`src/rtl/core/lzwd_ram.sv`:
```
// generic simple dual port ram with registered read
module lzwd_ram #(
    parameter int WIDTH = 8,
    parameter int DEPTH = 256
) (
    input  logic                     clk,
    input  logic                     wr_en,
    input  logic [$clog2(DEPTH)-1:0] wr_addr,
    input  logic [WIDTH-1:0]         wr_data,
    input  logic                     rd_en,
    input  logic [$clog2(DEPTH)-1:0] rd_addr,
    output logic [WIDTH-1:0]         rd_data
);
    logic [WIDTH-1:0] mem [DEPTH];

    // write port and registered read port
    always_ff @(posedge clk)
    begin
        if (wr_en)
        begin
            mem[wr_addr] <= wr_data;
        end
        if (rd_en)
        begin
            rd_data <= mem[rd_addr];
        end
    end
endmodule

```
`config.mk`:
```
export PLATFORM = sky130hd
export DESIGN_NAME = lzwd_ram
export DESIGN_NICKNAME = d
export VERILOG_FILES = /design/src/rtl/core/lzwd_ram.sv
export SDC_FILE = /design/constraint.sdc
export NUM_CORES = 2
export LEC_CHECK = 0
export CORE_MARGIN = 4
export CORE_UTILIZATION = 50
export CTS_CLUSTER_SIZE = 40
export DETAILED_ROUTE_END_ITERATION = 12
export DONT_BUFFER_PORTS = 1
export PLACE_DENSITY_LB_ADDON = 0.3
export SKIP_CTS_REPAIR_TIMING = 1
export SLEW_MARGIN = 10
export SYNTH_ARGS = -nofsm -noshare
export SYNTH_HDL_FRONTEND = slang
export SYNTH_SLANG_ARGS = --single-unit
```
`constraint.sdc`:
```
create_clock -name clk -period 2.65 [get_ports clk]
set_input_delay 0.53 -clock clk [delete_from_list [all_inputs] [get_ports clk]]
set_output_delay 0.53 -clock clk [all_outputs]
set_load 0.005 [all_outputs]
```
==> impl_metrics.csv <==
group,metric,value,unit
power_and_ir_drop,ir_worst_vdd,823,µV
die,ios,35,
global_route,antenna_found_initial,10,
yosys,ys_seq_area_frac,0.775,
layout,final_core_util,0.580,
layout,layout-drive-gt1-share,0.286,
die,core_area,158000,µm²
critical_path,arrival,3.54,ns
outcome,outcome,"finished with violations",
global_route,grt_pass1_wl,276,mm
yosys,syn-instance-count,3733,
sta,whs,-0.161,ns
clock_tree,cts_made_buffers,199,
routing,ant_nets,0,
die,die_x,407,µm
routing,viasPerCell,6.22,
yosys,synthArstFlopShare,0,
yosys,synth_fp_nets,3760,
sta,setup_viol,8,
clock_tree,cts_buffer_depth,3,
sta,finalCritPeriodShare,1.10,
global_route,track_usage,0.230,
clock_tree,htreeDepth,4,
yosys,synth.distinct_cells,54,
routing,dr.pass1.iters,5,
clock_tree,clock_latency,0.81,ns
sta,max_freq,343,MHz
sta,slew_headroom,-0.00658,
yosys,ys.flop_type,"edfxtp_1",
global_route,grt_pass1_vias,39540,
critical_path,setup.worst_path.class,"in -> reg",
sta,period_needed,2.91,ns
routing,drc_errors,0,
yosys,ys_seq_elements,2056,
clock_tree,root_buffer,"clkbuf_16",
routing,vias,40226,
placed_design,io_buffers,0,
critical_path,required,3.28,ns
die,num_rows,146,
outcome,violations,"hold timing, slew limit, setup timing",
power_and_ir_drop,p_per_area,725,nW/µm²
yosys,syn-cell-area,79600,µm²
global_route,grt_overflow,0,
yosys,synth_edf_count,2056,
placed_design,gp_congestion,0.808,
sta,worst_pin_slew,1.51,ns
layout,syn2layout_area_growth,15.4,%
die,start_util,0.503,
critical_path,crit_path_start_kind,"input pin",
yosys,synth.avg_cell_area,21.3,µm²
yosys,synth_top_cell_by_area,"edfxtp_1",
worst_hold_path,hp-class,"in -> reg",
sta,rsz0062_at_grt,"no",
routing,detail_route.wl_per_cell,30.7,µm
routing,initialDrtViolationCount,5166,
sta,maxSlewViolCount,13,
yosys,yosys_warnings,0,
clock_tree,cts.sinks,2056,
power_and_ir_drop,finalPower,66.6,mW
critical_path,cp_max_fo,446,
layout,finalNetCount,4246,
die,die_h,407,µm
clock_tree,clk_pin_slew,0.06,ns
global_route,grt_max_degree,579,
sta,setup_ws,-0.264,ns
clock_tree,cts_tree,"built",
critical_path,endpoint_kind,"flop",
placed_design,pre_cts_ws,-0.650,ns
yosys,yosys.area.top_type_share,0.775,
power_and_ir_drop,leakagePower,29.3,nW
placed_design,hpwlAfterDp,105,mm
die,die_area,166000,µm²
yosys,ys_top_cells_by_area,"edfxtp_1, mux4_2, mux2i_1",
sta,fin_skew,0.0394,ns
sta,hold_viol_final,44,
routing,drt-total-wl,199,mm
flow_run,cap_viol_max_count,0,
[Yosys cell counts, types with 21 or more instances]
master       n
o22ai_1     28
a21oi_1     96
buf_4       27
nor3_1      22
mux4_2     454
mux2i_1    134
edfxtp_1  2056
nand3_1     34
buf_6       21
nand2_1     33
clkbuf_1   111
buf_1       22
o221ai_1    46
nor2b_1     31
nor4_1      24
buf_2       31
a22oi_1    133
nor2_1     282
[cells by family (layout without fill, tap and decap cells)]
| kind of cell | count (synthesis) | after routing | synth area share |
|---|---|---|---|
| AOI/OAI and AO/OA | 385 | 385 | 0.0342 |
| muxes | 591 | 591 | 0.146 |
| other | 0 | 3 | 0 |
| buffers and inverters | 235 | 890 | 0.0183 |
| DFF | 2056 | 2056 | 0.775 |
| and+or+nand+nor | 466 | 466 | 0.0263 |
[state kept, by name, indices dropped and copies added (netlist names)]
name,count
rd_data,8
mem,2048
[layer usage]
metal | vias to the layer above | GRT usage | share of wire | wire (µm)
met5 | - | 0 | 0.000081 | 16
met4 | 2 | 0.0598 | 0.024 | 4800
met3 | 289 | 0.0451 | 0.10 | 20100
met2 | 2008 | 0.356 | 0.48 | 94800
met1 | 21243 | 0.340 | 0.40 | 78800
li1 | 16684 | - | - | -
[final timing paths]
kind                                   from          to  slack [ns]  cells after the start
worst max register to register  mem[195][6]  rd_data[6]        0.04                      7
worst min-delay path             wr_data[0]  mem[86][0]       -0.16                      0
worst min register to register   mem[32][5]  rd_data[5]        1.04                      6
worst max-delay path             rd_addr[1]  rd_data[1]       -0.26                      9
[cells in the final DEF, fill, tap and decap left out, types with 10 or more instances in the layout]
master / count
buf_12: 16
nand2_1: 33
o211ai_1: 10
edfxtp_1: 2056
a211oi_1: 16
clkinv_2: 27
nand4_1: 10
clkbuf_1: 58
clkinv_1: 49
nor2b_1: 28
nand3_1: 31
a22oi_1: 133
nor4_1: 23
buf_4: 465
buf_16: 20
o22ai_1: 28
clkbuf_16: 213
mux4_2: 454
mux2i_1: 134
nor3_1: 21
o21ai_0: 10
a21oi_1: 96
bufinv_16: 18
o221ai_1: 46
a221oi_1: 13
nor2_1: 279
[per-stage QoR]
step	TNS (ns)	area, µm²	hold slack [ns]	instances
after floorplan	0	79600	0.629	3733
after global placement	-3.56	84600	0.654	6048
after detailed placement	-2.95	84600	0.653	6048
after CTS	0	90900	-0.219	6418
after global routing	0	91900	-0.215	6460
final	-1.37	91900	-0.161	6463
[critical path: stages]
cell,delay (ns)
or3b_2,0.98
buf_4,0.23
o22ai_1,0.21
o21ai_0,0.11
buf_4,0.15
nand3_1,0.18
nor4_1,0.09
buf_4,0.16
nor4_1,0.18
[layout make-up]
class	instances	area, µm²
fill	11245	66500
clock inverter	110	1090
sequential	2056	61700
multi-input combinational	1442	16500
timing repair buffer	518	4700
inverter	2	7.51
clock buffer	260	5270
tap	2072	2590
antenna	3	7.51
[power by group]
part / switching, mW / internal, mW / leakage, nW / total (mW)
Clock: 11.8 / 15.8 / 3.09 / 27.6
Combinational: 1.75 / 1.32 / 7.75 / 3.06
Sequential: 0.0590 / 35.9 / 18.5 / 35.9
(Power assumes the default switching activity.)
